File: src/hdl/salru_ram.sv
module salru_ram #(
	parameter int WIDTH = 8,
	parameter int DEPTH = 16,
	localparam int AW = (DEPTH > 1) ? $clog2(DEPTH) : 1
) (
	input  logic             clk,
	input  logic             we,
	input  logic [AW-1:0]    waddr,
	input  logic [WIDTH-1:0] wdata,
	input  logic             re,
	input  logic [AW-1:0]    raddr,
	output logic [WIDTH-1:0] rdata
);

	logic [WIDTH-1:0] mem_q [DEPTH];
	logic [WIDTH-1:0] rdata_q;

	// read returns the old contents on a same-address write
	always_ff @(posedge clk) begin
		if (we) begin
			mem_q[waddr] <= wdata;
		end
		if (re) begin
			rdata_q <= mem_q[raddr];
		end
	end

	assign rdata = rdata_q;

endmodule

File: config.mk
export PLATFORM = sky130hd
export DESIGN_NAME = salru_ram
export DESIGN_NICKNAME = d
export VERILOG_FILES = /design/src/hdl/salru_ram.sv
export SDC_FILE = /design/constraint.sdc
export NUM_CORES = 1
export LEC_CHECK = 0
export BUFFER_PORTS_ARGS = -buffer_cell sky130_fd_sc_hd__buf_2
export CAP_MARGIN = 20
export CORE_MARGIN = 2
export CORE_UTILIZATION = 35
export CTS_CLUSTER_SIZE = 28
export DETAILED_ROUTE_END_ITERATION = 8
export PLACE_DENSITY = 0.5
export SLEW_MARGIN = 20
export SYNTH_ARGS = -nofsm -noshare
export SYNTH_HDL_FRONTEND = slang
export SYNTH_SLANG_ARGS = --single-unit
File: constraint.sdc
create_clock -name clk -period 2.2 [get_ports clk]
set_clock_uncertainty 0.05 [all_clocks]
set_input_delay 0.22 -clock clk [delete_from_list [all_inputs] [get_ports clk]]
set_output_delay 0.22 -clock clk [all_outputs]
set_load 0.02 [all_outputs]
== Word level (Yosys, flattened, before mapping) ==
Memory sizes are Yosys's and may differ from the RTL's. A register that Yosys moved wholly into a read port is not among the register bits.
Cells that the tools add are included.
Widths: inputs -> output; s select.

* Bits of input ports: 19
* Memory bits (writable): 128
* Memory bits (read-only): 0
* Memories: 1
* Output and inout port bits: 8
* Logic and storage cells: 3
* Bits in registers: 0
* Bits in latches: 0

* Reductions and logical operators: 0
* Multiplexer cells: 2
* $mul: 0
* Add/sub/neg operators: 0
* Divide/modulo/power cells: 0
* Shift operators: 0
* Magnitude comparators: 0
* Bitwise operators: 0
* Equal/unequal tests: 0

{| class="wikitable"
|+ Memory list
! memory !! words !! bits a word !! rd ports !! clocked after Yosys merged registers in !! write ports !! line !! source
|-
| mem_q || 16 || 8 || 1 || 1 || 1 || 15 || <nowiki>logic [WIDTH-1:0] mem_q [DEPTH];</nowiki>
|}

{| class="wikitable"
|+ Operators with widths
! cell !! number
|-
| $mux 1 || 2
|}

== Depth between registers and ports, before layout ==
* Depth in word-level cells: 2
* Mapped depth: 5
* Gate-level depth less buffers: 3

== Least setup slack after synthesis ==
No wires, ideal clock.

* Kind: in2reg
* From: input port waddr[2]
* To: memory mem_q[0][0] (enable)
* Data required time: 1.767 ns
* Stages: 2
* Data arrival time: 1.330 ns
* Slack: 0.437 ns
* Library setup time: 0.383 ns
* Buffers on the path: 0
* Cell sequence: or3b_2 -> nor3_1

{| class="wikitable"
|+ RTL lines
! what !! line !! source
|-
| start: declaration || 8 || <nowiki>input logic [AW-1:0] waddr,</nowiki>
|-
| end: declaration || 15 ||
|}

Straight into the memory's write port.

==> impl_metrics.tcl <==
set metrics [dict create \
    netlist_area_mm2 0.00523 \
    chipWidth_um 126 \
    antenna_left 0 \
    routed_wl_mm 10.1 \
    post_cts_buffers 0 \
    ys_seq_elements 136 \
    hold_violations 0 \
    timing.final.crit_share 0.720 \
    yosysUniqueCellTypes 18 \
    cts_resized 0 \
    antenna_found_initial 0 \
    fmax_mhz 632 \
    vias 2406 \
    period_needed_ns 1.58 \
    initial_core_util 0.358 \
    hold_path_class "in2reg" \
    row_count 44 \
    worstReg2RegEnd "rdata[5]" \
    area_growth_pct 19.0 \
    outcome "finished clean" \
    powerDensity_mw_per_mm2 897 \
    slew-limit-headroom 0.714 \
    rsz0062_at_grt "false" \
    io_pins 27 \
    syn_inst 229 \
    setup-violations-final 0 \
    diodes 0 \
    core_mm2 0.0146 \
    tightest_slew_ns 0.429 \
    arrival_ns 1.69 \
    ir_worst_vdd_mv 0.570 \
    drc 0 \
    startpoint_type "flop" \
    routabilityCongestion 0.715 \
    syn_area_per_cell_um2 22.8 \
    routedWlPerCell_um 20.8 \
    ys_seq_area_frac 0.781 \
    p_int_w 0.00445 \
    dr.first_iter.drc_count 173 \
    pwr-share-seq 0.526 \
    swShare 0.203 \
    cts_buffer_depth 2 \
    drive_gt1_frac 0.322 \
    grt_pass1_vias 2573 \
    whs_path_depth 1 \
    drt_first_pass_iters 4 \
    grt_pass1_wl_mm 15.9 \
    cts-buffers-inserted 17 \
    startpoint "mem_q[0][5]" \
    portBuffers 26 \
    cts-root-buf "clkbuf_16" \
    end_kind "flop" \
    hpwlAfterDp_mm 6.67 \
    reg2reg_slack_ns 0.62 \
    timing.rr.start "mem_q[0][5]" \
    slew_viol_final 0 \
    clockPowerShare 0.422 \
    ys_warn_count 0 \
    grt_max_degree 21 \
    h-tree-depth 4 \
    overflow 0 \
    syn_nets 248 \
    crit_end "rdata[5]" \
    synthDominantCellAreaShare 0.781 \
    dpl_cell_area_mm2 0.00573 \
    cp_max_fo 1 \
    max_cap_viol_count 0 \
    p_leak_nw 2.10 \
    combPwrFrac 0.052 \
    crit_type "reg2reg" \
    setup-tns-final_ns 0 \
    die_h_um 126 \
    clk_pin_slew_ns 0.06 \
    cts.sinks 136 \
    worstRegToRegCells 3 \
    die-area_mm2 0.0159 \
    fillers 1259 \
    yosys.area.top_type "edfxtp_1" \
    grt_usage 0.140 \
    tritoncts "yes" \
    ctsHoldBuffers 0 \
    via_per_inst 4.96 \
    final_nets 308 \
    synth_area_leaders "edfxtp_1 (78%), mux4_2 (7.8%), mux4_1 (7.0%), a22oi_1 (2.3%), nor2_1 (0.93%)" \
    design_area_mm2 0.00622 \
    clk_latency_ns 0.41 \
    required_ns 2.30 \
    switchingPower_w 0.00113 \
]
## state kept, by name, summed over array words and instances (netlist names)
| signal | flops |
|---|---|
| mem_q | 128 |
| rdata | 8 |
## worst max-delay path, stage by stage, from the launching register on
cell,delay [ns]
edfxtp_1,0.37
mux4_1,0.49
a22oi_1,0.33
nand2_1,0.10
## kinds of logic (layout without fill, tap and decap cells)
group | count (synthesis) | in the layout | synth area share
AO/OA/AOI/OAI | 16 | 16 | 0.0230
AND/OR/NAND/NOR | 35 | 35 | 0.0314
buffers and inverters | 10 | 82 | 0.0165
multiplexers | 32 | 32 | 0.148
flip-flops | 136 | 136 | 0.781
## per-layer routing
layer | part of all wire | track usage | vias up
li1 | - | - | 1103
met1 | 0.47 | 0.193 | 1241
met2 | 0.48 | 0.213 | 52
met3 | 0.040 | 0.0416 | 10
met4 | 0.0095 | 0.0524 | 0
met5 | 0 | 0 | -
## cells in the mapped netlist
| library cell | count |
|---|---|
| edfxtp_1 | 136 |
| mux4_2 | 18 |
| a22oi_1 | 16 |
| mux4_1 | 14 |
| nor2_1 | 13 |
| nand2_1 | 9 |
| nor3_1 | 4 |
| buf_2 | 3 |
| buf_6 | 3 |
| clkdlybuf4s25_2 | 3 |
| nand2b_1 | 2 |
| nand3b_1 | 2 |
| and2_1 | 1 |
| and2b_1 | 1 |
| buf_4 | 1 |
| nand3_1 | 1 |
| nor2b_1 | 1 |
| or3b_2 | 1 |
## cells in the final DEF (no fill, tap or decap), types with 3 or more instances in the layout
cell       netlist  layout
buf_4            1      22
mux4_1          14      14
buf_2            3      26
clkinv_2         0       8
a22oi_1         16      16
nor2_1          13      13
nand2_1          9       9
clkbuf_16        0      17
nor3_1           4       4
edfxtp_1       136     136
buf_12           0       3
mux4_2          18      18
## final cells by class
class | instances | area, um^2 | area share
sequential | 136 | 4080 | 0.656
clock buffer | 19 | 433 | 0.0696
tap | 184 | 230 | 0.0370
multi-input combinational | 83 | 1060 | 0.170
clock inverter | 12 | 62.6 | 0.0101
timing repair buffer | 51 | 355 | 0.0571
## how the worst min path moves through the flow
stage,startpoint,to,slack (ns)
2_1_floorplan,wdata[0],mem_q[0][0],0.27
3_3_place_gp,re,rdata[4],0.54
3_5_place_dp,re,rdata[4],0.54
4_1_cts,re,rdata[4],0.11
5_1_grt,re,rdata[4],0.11
6_report,re,rdata[4],0.12
## power groups by stage
| stage | combinational [W] | clock, W | sequential, W |
|---|---|---|---|
| floorplan | 0.000147 | 0 | 0.00300 |
| global placement | 0.000293 | 0 | 0.00299 |
| detailed placement | 0.000298 | 0 | 0.00299 |
| CTS | 0.000298 | 0.00242 | 0.00294 |
| global route | 0.000319 | 0.00254 | 0.00294 |
| finish | 0.000291 | 0.00235 | 0.00293 |
## metrics by stage
step / instances / utilization / setup WS (ns) / power (W) / hold slack [ns]
2_1_floorplan: 229 / - / 0.437 / 0.00315 / 0.269
3_3_place_gp: 454 / 0.393 / 0.320 / 0.00328 / 0.544
3_5_place_dp: 454 / 0.393 / 0.350 / 0.00329 / 0.543
4_1_cts: 485 / 0.427 / 0.633 / 0.00565 / 0.107
5_1_grt: 485 / 0.427 / 0.562 / 0.00579 / 0.112
6_report: 485 / 0.427 / 0.616 / 0.00558 / 0.122
No activity file was read; power rests on OpenSTA's default activity.
