File: src/hdl/salru_pkg.sv
package salru_pkg;

	localparam int STAMP_W = 32;
	localparam int PENALTY_W = 16;
	localparam int ADDED_W = 18;

	localparam logic [PENALTY_W-1:0] MISS_PENALTY_RST = 16'd30;
	localparam logic [ADDED_W-1:0] WRITEBACK_COST = 18'd2;

	localparam logic [ADDED_W-1:0] ADDER_B32 = 18'd2;
	localparam logic [ADDED_W-1:0] ADDER_B64 = 18'd6;
	localparam logic [ADDED_W-1:0] ADDER_B128 = 18'd12;

	// floor of log2, 0 for values below 2
	function automatic int floor_log2(input int v);
		int n;
		int x;
		n = 0;
		x = v;
		while (x > 1) begin
			x = x / 2;
			n = n + 1;
		end
		return n;
	endfunction

	function automatic logic [ADDED_W-1:0] block_adder(input int bytes);
		logic [ADDED_W-1:0] r;
		r = '0;
		if (bytes == 32) r = ADDER_B32;
		if (bytes == 64) r = ADDER_B64;
		if (bytes == 128) r = ADDER_B128;
		return r;
	endfunction

endpackage

File: src/hdl/salru_victim.sv
module salru_victim import salru_pkg::*; #(
	parameter int WAYS = 2,
	localparam int WAY_W = (WAYS > 1) ? $clog2(WAYS) : 1
) (
	input  logic [WAYS-1:0][STAMP_W-1:0] stamps,
	output logic [WAY_W-1:0]             victim
);

	localparam int NP = 2 ** $clog2(WAYS);

	logic [STAMP_W-1:0] st [2*NP];
	logic [WAY_W-1:0]   id [2*NP];
	logic               pr [2*NP];

	// tournament over the stamps; left wins ties so the lowest way is chosen
	always_comb begin
		for (int i = 0; i < 2 * NP; i++) begin
			st[i] = '1;
			id[i] = '0;
			pr[i] = 1'b0;
		end
		for (int i = 0; i < NP; i++) begin
			if (i < WAYS) begin
				st[NP+i] = stamps[i];
				id[NP+i] = WAY_W'(i);
				pr[NP+i] = 1'b1;
			end
		end
		for (int i = NP - 1; i >= 1; i--) begin
			if (pr[2*i+1] && (st[2*i+1] < st[2*i])) begin
				st[i] = st[2*i+1];
				id[i] = id[2*i+1];
			end else begin
				st[i] = st[2*i];
				id[i] = id[2*i];
			end
			pr[i] = pr[2*i] | pr[2*i+1];
		end
	end

	assign victim = id[1];

endmodule

File: config.mk
export PLATFORM = sky130hd
export DESIGN_NAME = salru_victim
export DESIGN_NICKNAME = d
export VERILOG_FILES = /design/src/hdl/salru_pkg.sv /design/src/hdl/salru_victim.sv
export SDC_FILE = /design/constraint.sdc
export NUM_CORES = 1
export LEC_CHECK = 0
export ABC_AREA = 1
export BUFFER_PORTS_ARGS = -buffer_cell sky130_fd_sc_hd__buf_2
export CAP_MARGIN = 0
export CORE_ASPECT_RATIO = 0.9
export CORE_MARGIN = 5
export CORE_UTILIZATION = 42
export DETAILED_ROUTE_END_ITERATION = 8
export PLACE_DENSITY_LB_ADDON = 0.2
export SETUP_SLACK_MARGIN = 0.05
export SLEW_MARGIN = 20
export SYNTH_ARGS = -nofsm -noshare
export SYNTH_HDL_FRONTEND = slang
export SYNTH_SLANG_ARGS = --single-unit
File: constraint.sdc
create_clock -name vclk -period 2.25
set_input_delay 0.675 -clock vclk [all_inputs]
set_output_delay 0.675 -clock vclk [all_outputs]
set_load 0.02 [all_outputs]
Word level (Yosys, flattened, before mapping) --
Cells that the tools add are included.
Storage, ports and cells: register bits after elaboration 0, input bits 64, output and inout bits 1, word-level logic and storage cells 2
Operators by class: magnitude comparators 1, multiplexer cells 1
Operator list (count):
- 32-bit less-than comparator | 1
- 1-bit 2-to-1 mux | 1

Logic depth before layout (Yosys ltp) --
Gate-level depths: netlist (run 1).
depth in word-level cells 2, mapped depth 11, gate-level depth less buffers 11

Worst setup path after synthesis (run 1) --
Ideal clock, no wire load.
path type input to output, start input stamps[5] (netlist name), end output victim, arrival time 1.649 ns, data required time 1.575 ns, slack -0.074 ns, stages on the path 9, buffers on the path 0, cell sequence inv_1 > ha_1 > a21oi_1 > nor2_1 > nor3_2 > nand2_1 > nand2_1 > nand2_1 > a21oi_2
On the way: word-level cells in the longest chain between the ends 2
RTL lines:
- start, declared | line salru_victim.sv:5 | input logic [WAYS-1:0][STAMP_W-1:0] stamps,
- 32-bit less-than comparator | line salru_victim.sv:30 | if (pr[2*i+1] && (st[2*i+1] < st[2*i])) begin
- 1-bit 2-to-1 mux | line salru_victim.sv:30
- end, declared | line salru_victim.sv:6 | output logic [WAY_W-1:0] victim
Every way passes these cells.

Final worst setup path (run 1) --
start input stamps[59] (netlist name), end output victim
Same word-level chain as after synthesis.

==> results.cfg, run 1 <==
[worst_setup_path]
crit_family = compound AO/OA/AOI/OAI gates
worst_path_most_repeated_cell = sky130_fd_sc_hd__nor2_1
path_cells = buf_2, ha_4, a21oi_1, o21a_1, nor2_1, nor2_1, nand2_2, a21oi_4, buf_6
critPathMaxFanout = 2
timing_worst_setup_path_type = input pin to output port
worst_stage_delay_on_the_critical_path_ps = 230
launching_element_type_of_the_critical_path = input pin
crit_path_start = stamps[59]
timing.critical_path.depth = 9
critical_path.endpoint_type = output port
path_buf_inv = 2
critPathRequiredTime_ps = 1570
timing.critical_path.slowest_stage_cell = sky130_fd_sc_hd__ha_4
timing.critical_path.arrival_ps = 1790

[synthesis]
yosys.cell_types.count = 14
synth_cell_area_um2 = 816
synth_seq_area_share = 0
post-synth-top-count-cell = sky130_fd_sc_hd__inv_1
post_synth_most_frequent_cells = 37 x sky130_fd_sc_hd__inv_1, 31 x sky130_fd_sc_hd__ha_1, 27 x sky130_fd_sc_hd__nand2_1
synth.avg_cell_area_um2 = 6.28
synth_area_leader = sky130_fd_sc_hd__ha_1
yosysWarnings = 0
number_of_nets_in_the_synthesized_netlist = 225
netlist_top_cells_area = sky130_fd_sc_hd__ha_1 48%, sky130_fd_sc_hd__inv_1 17%, sky130_fd_sc_hd__nand2_1 12%, sky130_fd_sc_hd__a21oi_1 8.0%, sky130_fd_sc_hd__nor2_1 3.7%
yosysTopAreaCellShare = 0.475
gate_count_of_the_mapped_netlist = 130

[placement]
detailed_place.area_mm2 = 0.00127
port_buffers = 65
dp_worst_setup_slack_ps = -288
dp_hpwl_um = 2070
globalplace.congestion = 0.858

[die]
core.rowCount = 15
dieArea_mm2 = 0.00292
fp.coreArea_mm2 = 0.00188
floorplan.die.width_um = 56.5
io-pin-count = 65
floorplan.die.height_um = 51.8
floorplan.initialDensity = 0.435

[power_and_ir_drop]
power.share.clock = 0
power_density_mw_per_mm2 = 176
vdd.ir_drop.worst_mv = 0.107
total_switching_power_w = 0.000126
fin_total_pwr_w = 0.000270
internal-power_w = 0.000144
power_switching_share = 0.466
total_leakage_power_nw = 0.824
share_seq_of_total_power = 0
pwr-share-comb = 1.000

[clock_network]
ctsHoldBuffers = 0
cts.repair_timing.setup_buffer_count = 0

[flow_run]
max_cap_viol_count = 0

[sta]
period_minus_slack_ps = 2460
worst_pin_slew_ps = 174
final-hold-violation-count = 0
report.final.setup_viol = 1
final_min_period_over_clock_period = 1.09
timing.fmax_mhz = 406
final_max_slew_viol_count = 0
final.setup.worst_slack_ps = -210
grt_setup_unrepaired = true
timing.slew.headroom = 0.883

[grt]
grt_max_degree = 4
first_global_vias = 1061
global_route_met3_usage = 0.00993
grtUsageMet1 = 0.153
initial_antenna_violation_count = 0
overflow = 0
met2_usage = 0.373
grt.busiest_layer = met2
grt_pass1_wl_um = 3910
global_route.usage.total = 0.159

[routing]
drt.antenna.violating_nets = 0
route.final.wire_length_um = 2540
drtPass1Iterations = 2
dr_wl_cell_um = 11.5
first_iter_violations = 16
detail_route.drc_violations = 0
vias_per_cell = 4.72
vias = 1039

[cells_and_area]
count_of_clock_net_buffers_in_the_final_layout = 0
nFillCells = 135
synthToLayoutAreaGrowth_pct = 87.4
nFlopsAndLatches = 0
area_of_all_placed_cells_without_fillers_mm2 = 0.00153
regArea_um2 = 0
layout-drive-gt1-share = 0.610
number_of_antenna_diodes = 0
final_util = 0.815
finalNetCount = 292

[worst_hold_path]
hold-path-cell-count = 8
worst_hold_startpoint = stamps[63]
min_path_type = input pin to output port

[outcome]
failed_checks = setup timing
outcome = complete, but fails checks
## per-stage QoR
stage / hold slack (ps) / std cells / TNS [ps]
finish: 1920 / 220 / -210
floorplan: 1710 / 130 / -11.7
detailed placement: 1950 / 220 / -288
global route: 1940 / 220 / -293
global placement: 1940 / 220 / -276
CTS: 1900 / 220 / -200
## final timing paths
kind,endpoint,slack [ps]
worst min-delay path,victim,1920
worst max-delay path,victim,-210
## tightest hold or removal path: cells and delay by family
| kind | cells | cell delay (ps) |
|---|---|---|
| buf+inv | 2 | 200 |
| fa+ha+maj | 1 | 120 |
| compound gates | 3 | 120 |
| simple gates | 2 | 130 |
## timing repair
| item | in CTS | in global routing |
|---|---|---|
| cloned | 0 | 0 |
| endpoints found under the setup margin | 1 | 1 |
| pin swaps | 18 | 18 |
| resized for setup | 26 | 18 |
## cell type report
cell class,count,area [um^2],share of cell area
repair buffers,65,388,0.254
well taps,25,31.3,0.0205
inverters,37,141,0.0925
multi-input cells,93,968,0.633
## cells by family (layout without fill, tap and decap cells)
group / after synthesis / count (layout) / share of synthesized area
compound gates: 20 / 20 / 0.135
fa+ha+maj: 31 / 31 / 0.475
buf+inv: 37 / 102 / 0.170
simple gates: 42 / 42 / 0.219
## layer usage
layer  vias up  part of all wire  wire length [um]
li1        545                 -                 -
met1       464              0.36               903
met2        30              0.60              1520
met3         0             0.044               113
met4         0                 0                 0
met5         -                 0                 0
## power by group through the flow
stage                     logic (W)  registers (W)  clock network (W)
after detailed placement   0.000210              0                  0
after CTS                  0.000244              0                  0
after global routing       0.000308              0                  0
after global placement     0.000198              0                  0
after floorplan            0.000123              0                  0
final                      0.000270              0                  0
## cells in the final DEF, fill, tap and decap left out
cell,instances
sky130_fd_sc_hd__buf_2,55
sky130_fd_sc_hd__nand2_1,22
sky130_fd_sc_hd__inv_1,19
sky130_fd_sc_hd__ha_4,19
sky130_fd_sc_hd__inv_2,17
sky130_fd_sc_hd__ha_1,12
sky130_fd_sc_hd__buf_6,10
sky130_fd_sc_hd__a21oi_1,8
sky130_fd_sc_hd__nor2_1,8
sky130_fd_sc_hd__a21oi_2,6
sky130_fd_sc_hd__nand2_2,5
sky130_fd_sc_hd__nor3_2,3
sky130_fd_sc_hd__o21ai_1,3
sky130_fd_sc_hd__inv_4,1
sky130_fd_sc_hd__nand3_2,1
sky130_fd_sc_hd__nand4_1,1
sky130_fd_sc_hd__and3_4,1
sky130_fd_sc_hd__nand3_1,1
sky130_fd_sc_hd__o21ai_0,1
sky130_fd_sc_hd__o21a_1,1
sky130_fd_sc_hd__a21oi_4,1
No activity file was read; power rests on OpenSTA's default activity.
==> run 2: changes to the inputs <==
--- a/config.mk
+++ b/config.mk
@@ -10,7 +10,7 @@
 export CAP_MARGIN = 0
 export CORE_ASPECT_RATIO = 0.9
 export CORE_MARGIN = 5
-export CORE_UTILIZATION = 42
+export CORE_UTILIZATION = 38
 export DETAILED_ROUTE_END_ITERATION = 8
 export PLACE_DENSITY_LB_ADDON = 0.2
 export SETUP_SLACK_MARGIN = 0.05
==> constraint.sdc (replaced) <==
create_clock -name vclk -period 2.1
set_input_delay 0.63 -clock vclk [all_inputs]
set_output_delay 0.63 -clock vclk [all_outputs]
set_load 0.02 [all_outputs]
==> run 2 against run 1 <==
Effect of this change:
- the run still ends with setup timing left
- combinational power grew 11%
- cell count grew 0.45%
- die area increased by 8.5%
- critical endpoint unchanged
- largest cell class unchanged
- highest routed layer is now met4
==> results.cfg, run 2 (synthesized netlist as in run 1, its figures left out) <==
[placement]
port_buffers = 65
detailed_place.area_mm2 = 0.00127
dp_hpwl_um = 2050
globalplace.congestion = 0.800

[sta]
final_min_period_over_clock_period = 1.15
worst_pin_slew_ps = 172
final-hold-violation-count = 0
hold_slack_ps = 1830
total_negative_setup_slacks_ps = -320
period_minus_slack_ps = 2420
timing.slew.headroom = 0.885
grt_setup_unrepaired = true
final.setup.worst_slack_ps = -320
final_max_slew_viol_count = 0
report.final.setup_viol = 1
timing.fmax_mhz = 413

[grt]
grt_max_degree = 4
overflow = 0
initial_antenna_violation_count = 0
grt_pass1_wl_um = 3760
global_route.usage.total = 0.146
first_global_vias = 997

[routing]
vias_per_cell = 4.66
dr_wl_cell_um = 12.0
drtPass1Iterations = 4
drt.antenna.violating_nets = 0
route.final.wire_length_um = 2640
vias = 1030
detail_route.drc_violations = 0
first_iter_violations = 10

[power_and_ir_drop]
vdd.ir_drop.worst_mv = 0.111
fin_total_pwr_w = 0.000301
share_seq_of_total_power = 0
internal-power_w = 0.000161
total_leakage_power_nw = 0.831
power_density_mw_per_mm2 = 192
pwr-share-comb = 1.000
power_switching_share = 0.465
power.share.clock = 0
total_switching_power_w = 0.000140

[worst_setup_path]
launching_element_type_of_the_critical_path = input pin
timing.critical_path.arrival_ps = 1790
timing.critical_path.slowest_stage_cell = sky130_fd_sc_hd__ha_4
timing.critical_path.depth = 9
timing_worst_setup_path_type = input pin to output port
path_buf_inv = 3
crit_family = compound AO/OA/AOI/OAI gates
worst_stage_delay_on_the_critical_path_ps = 220
path_cells = buf_2, inv_1, ha_4, a21oi_2, o21ai_1, a21oi_2, nand2_2, a21oi_4, buf_6
critical_path.endpoint_type = output port
worst_path_most_repeated_cell = sky130_fd_sc_hd__a21oi_2
critPathMaxFanout = 2
critPathRequiredTime_ps = 1470

[outcome]
outcome = complete, but fails checks
failed_checks = setup timing

[cells_and_area]
layout-drive-gt1-share = 0.628
synthToLayoutAreaGrowth_pct = 91.9
finalNetCount = 293
regArea_um2 = 0
most-common-layout-cells = 55 x sky130_fd_sc_hd__buf_2, 24 x sky130_fd_sc_hd__nand2_1, 21 x sky130_fd_sc_hd__ha_4
nFillCells = 142
final_util = 0.787
area_of_all_placed_cells_without_fillers_mm2 = 0.00157
count_of_clock_net_buffers_in_the_final_layout = 0
number_of_antenna_diodes = 0
layout.cells.most_common = sky130_fd_sc_hd__buf_2
nFlopsAndLatches = 0

[die]
floorplan.initialDensity = 0.410
fp.coreArea_mm2 = 0.00199
floorplan.die.width_um = 58.8
dieArea_mm2 = 0.00317
floorplan.die.height_um = 54.0
core.rowCount = 15
io-pin-count = 65

[flow_run]
max_cap_viol_count = 0

[clock_network]
ctsHoldBuffers = 0

[worst_hold_path]
min_path_type = input pin to output port
hold-path-cell-count = 8
-- run 2: path summary, 6_finish.rpt --
check / start / to / slack (ps)
max: stamps[13] / victim / -320
min: stamps[62] / victim / 1830
-- run 2: timing repair --
action | 4_1_cts | 5_1_grt
pin swaps | 24 | 10
resized for setup | 29 | 18
endpoints found under the setup margin | 1 | 1
endpoints found under the hold margin | 0 | 0
setup buffers | 1 | 0
-- run 2: area by class of cell --
cell class	count	area [um^2]	share of cell area
well taps	25	31.3	0.0200
inverters	37	141	0.0903
multi-input cells	93	997	0.637
repair buffers	66	395	0.253
-- run 2: through the flow --
| step | worst slack (ps) | cells |
|---|---|---|
| final | -320 | 221 |
| after global placement | -337 | 220 |
| after floorplan | -71.7 | 130 |
| after global routing | -384 | 221 |
| after detailed placement | -339 | 220 |
| after CTS | -257 | 221 |
-- run 2: metal layers --
metal | up-vias | GRT usage | share of wire
li1 | 546 | - | -
met4 | 0 | 0 | 0.0053
met2 | 32 | 0.311 | 0.56
met1 | 450 | 0.161 | 0.37
met5 | - | 0 | 0
met3 | 2 | 0.0168 | 0.058
-- run 2: power groups by stage --
stage          sequential (W)  clock [W]  combinational [W]
2_1_floorplan               0          0           0.000132
3_3_place_gp                0          0           0.000213
3_5_place_dp                0          0           0.000224
4_1_cts                     0          0           0.000271
5_1_grt                     0          0           0.000339
6_report                    0          0           0.000301
==> run 3: changes to the inputs <==
--- a/config.mk
+++ b/config.mk
@@ -6,13 +6,13 @@
 export NUM_CORES = 1
 export LEC_CHECK = 0
 export ABC_AREA = 1
-export BUFFER_PORTS_ARGS = -buffer_cell sky130_fd_sc_hd__buf_2
+export BUFFER_PORTS_ARGS = -buffer_cell sky130_fd_sc_hd__buf_4
 export CAP_MARGIN = 0
 export CORE_ASPECT_RATIO = 0.9
 export CORE_MARGIN = 5
 export CORE_UTILIZATION = 38
 export DETAILED_ROUTE_END_ITERATION = 8
-export PLACE_DENSITY_LB_ADDON = 0.2
+export PLACE_DENSITY = 0.92
 export SETUP_SLACK_MARGIN = 0.05
 export SLEW_MARGIN = 20
 export SYNTH_ARGS = -nofsm -noshare
==> run 3 against run 2 <==
Effect of this change:
- the flow still finishes with violations (setup timing)
- fmax rose by 1.4%
- global-route usage rose by 3.2 points
- wire length rose by 13%
- non-clock buffer count fell by 1
- setup slack improved by 34 ps
- cell area rose by 6.9%
- critical path depth rose by 2
- via count rose by 5.3%
- critical path type unchanged
==> results.cfg, run 3 (synthesized netlist as in run 1, its figures left out) <==
[worst_setup_path]
critical_path.endpoint_type = output port
path_buf_inv = 3
critPathMaxFanout = 2
launching_element_type_of_the_critical_path = input pin
crit_path_start = stamps[5]
timing_worst_setup_path_type = input pin to output port
crit_family = simple AND/OR/NAND/NOR gates
timing.critical_path.arrival_ps = 1760
critPathRequiredTime_ps = 1470
path_cells = buf_6, inv_4, ha_4, a21oi_2, nor2_1, nor3_2, nand2_1, nand2_1, nand2_2, a21oi_4, buf_6
worst_stage_delay_on_the_critical_path_ps = 190
timing.critical_path.slowest_stage_cell = sky130_fd_sc_hd__ha_4

[die]
io-pin-count = 65
core.rowCount = 15
floorplan.die.height_um = 54.0
fp.coreArea_mm2 = 0.00199
dieArea_mm2 = 0.00317
floorplan.die.width_um = 58.8
floorplan.initialDensity = 0.410

[routing]
met2_length_um = 1820
dr_wl_cell_um = 13.6
route.final.wire_length_um = 2990
first_iter_violations = 8
vias = 1085
detail_route.drc_violations = 0
vias_per_cell = 4.93
drt.antenna.violating_nets = 0
routed.top_layer = met4
wirelength_met1_um = 961
detailroute.wirelength.met3_um = 186
drtPass1Iterations = 2

[grt]
global_route.usage.total = 0.177
grt_max_degree = 4
overflow = 0
first_global_vias = 1169
initial_antenna_violation_count = 0
grt_pass1_wl_um = 4460

[placement]
globalplace.congestion = 0.774
port_buffers = 65
dp_hpwl_um = 2410

[power_and_ir_drop]
vdd.ir_drop.worst_mv = 0.132
total_leakage_power_nw = 0.875
power_density_mw_per_mm2 = 200

[cells_and_area]
layout-drive-gt1-share = 0.610
nFlopsAndLatches = 0
regArea_um2 = 0
number_of_antenna_diodes = 0
synthToLayoutAreaGrowth_pct = 105
finalNetCount = 292
final_util = 0.841
count_of_clock_net_buffers_in_the_final_layout = 0
layout.cells.most_common = sky130_fd_sc_hd__buf_4
most-common-layout-cells = 60 x sky130_fd_sc_hd__buf_4, 22 x sky130_fd_sc_hd__inv_1, 22 x sky130_fd_sc_hd__nand2_1
nFillCells = 120

[worst_hold_path]
worst_hold_startpoint = stamps[39]
min_path_type = input pin to output port

[sta]
timing.fmax_mhz = 419
timing.slew.headroom = 0.865
final-hold-violation-count = 0
report.final.setup_viol = 1
final_max_slew_viol_count = 0
final.setup.worst_slack_ps = -286
worst_pin_slew_ps = 201
total_negative_setup_slacks_ps = -286
final_min_period_over_clock_period = 1.14
period_minus_slack_ps = 2390
grt_setup_unrepaired = true

[outcome]
outcome = complete, but fails checks
failed_checks = setup timing

[flow_run]
max_cap_viol_count = 0

[clock_network]
cts.repair_timing.setup_buffer_count = 0
[run 3: per-layer routing]
metal,GRT usage,vias up
met5,0,-
met3,0.0264,4
met1,0.162,500
li1,-,543
met2,0.401,38
met4,0.0340,0
[run 3: worst min-delay path, cell delays in order]
cell and delay [ps]:
sky130_fd_sc_hd__buf_4 90, sky130_fd_sc_hd__ha_4 120, sky130_fd_sc_hd__nor3_2 40, sky130_fd_sc_hd__nand2_1 60, sky130_fd_sc_hd__nand2_1 60, sky130_fd_sc_hd__nand2_2 70
sky130_fd_sc_hd__a21oi_4 50, sky130_fd_sc_hd__buf_6 120
[run 3: report_power, final]
| part | internal (W) | switching (W) | leakage [nW] |
|---|---|---|---|
| registers | 0 | 0 | 0 |
| clock network | 0 | 0 | 0 |
| logic | 0.000190 | 0.000146 | 0.875 |
| total | 0.000190 | 0.000146 | 0.875 |
[run 3: layout make-up]
type                            count  area [um^2]  area share
Timing Repair Buffer               65          507       0.303
Multi-Input combinational cell     93          986       0.589
Tap cell                           25         31.3      0.0187
Inverter                           37          149      0.0890
[run 3: path summary, 6_finish.rpt]
kind                      to  slack, ps  cells after the start
worst min-delay path  victim       1860                      8
worst max-delay path  victim       -290                     11
[run 3: repair_timing]
action | CTS | global route
cloned | 0 | 0
pin swaps | 19 | 20
hold buffers | 0 | 0
gates resized for setup | 21 | 21
setup endpoints to repair | 1 | 1
[run 3: through the flow]
step / instances / instance area [um^2] / power (W) / setup slack, ps / hold WS [ps]
floorplan: 130 / 910 / 0.000132 / -71.7 / 1620
global placement: 220 / 1430 / 0.000246 / -306 / 1860
detailed placement: 220 / 1430 / 0.000264 / -346 / 1880
CTS: 220 / 1570 / 0.000299 / -272 / 1850
global route: 220 / 1670 / 0.000370 / -369 / 1890
finish: 220 / 1670 / 0.000335 / -286 / 1860
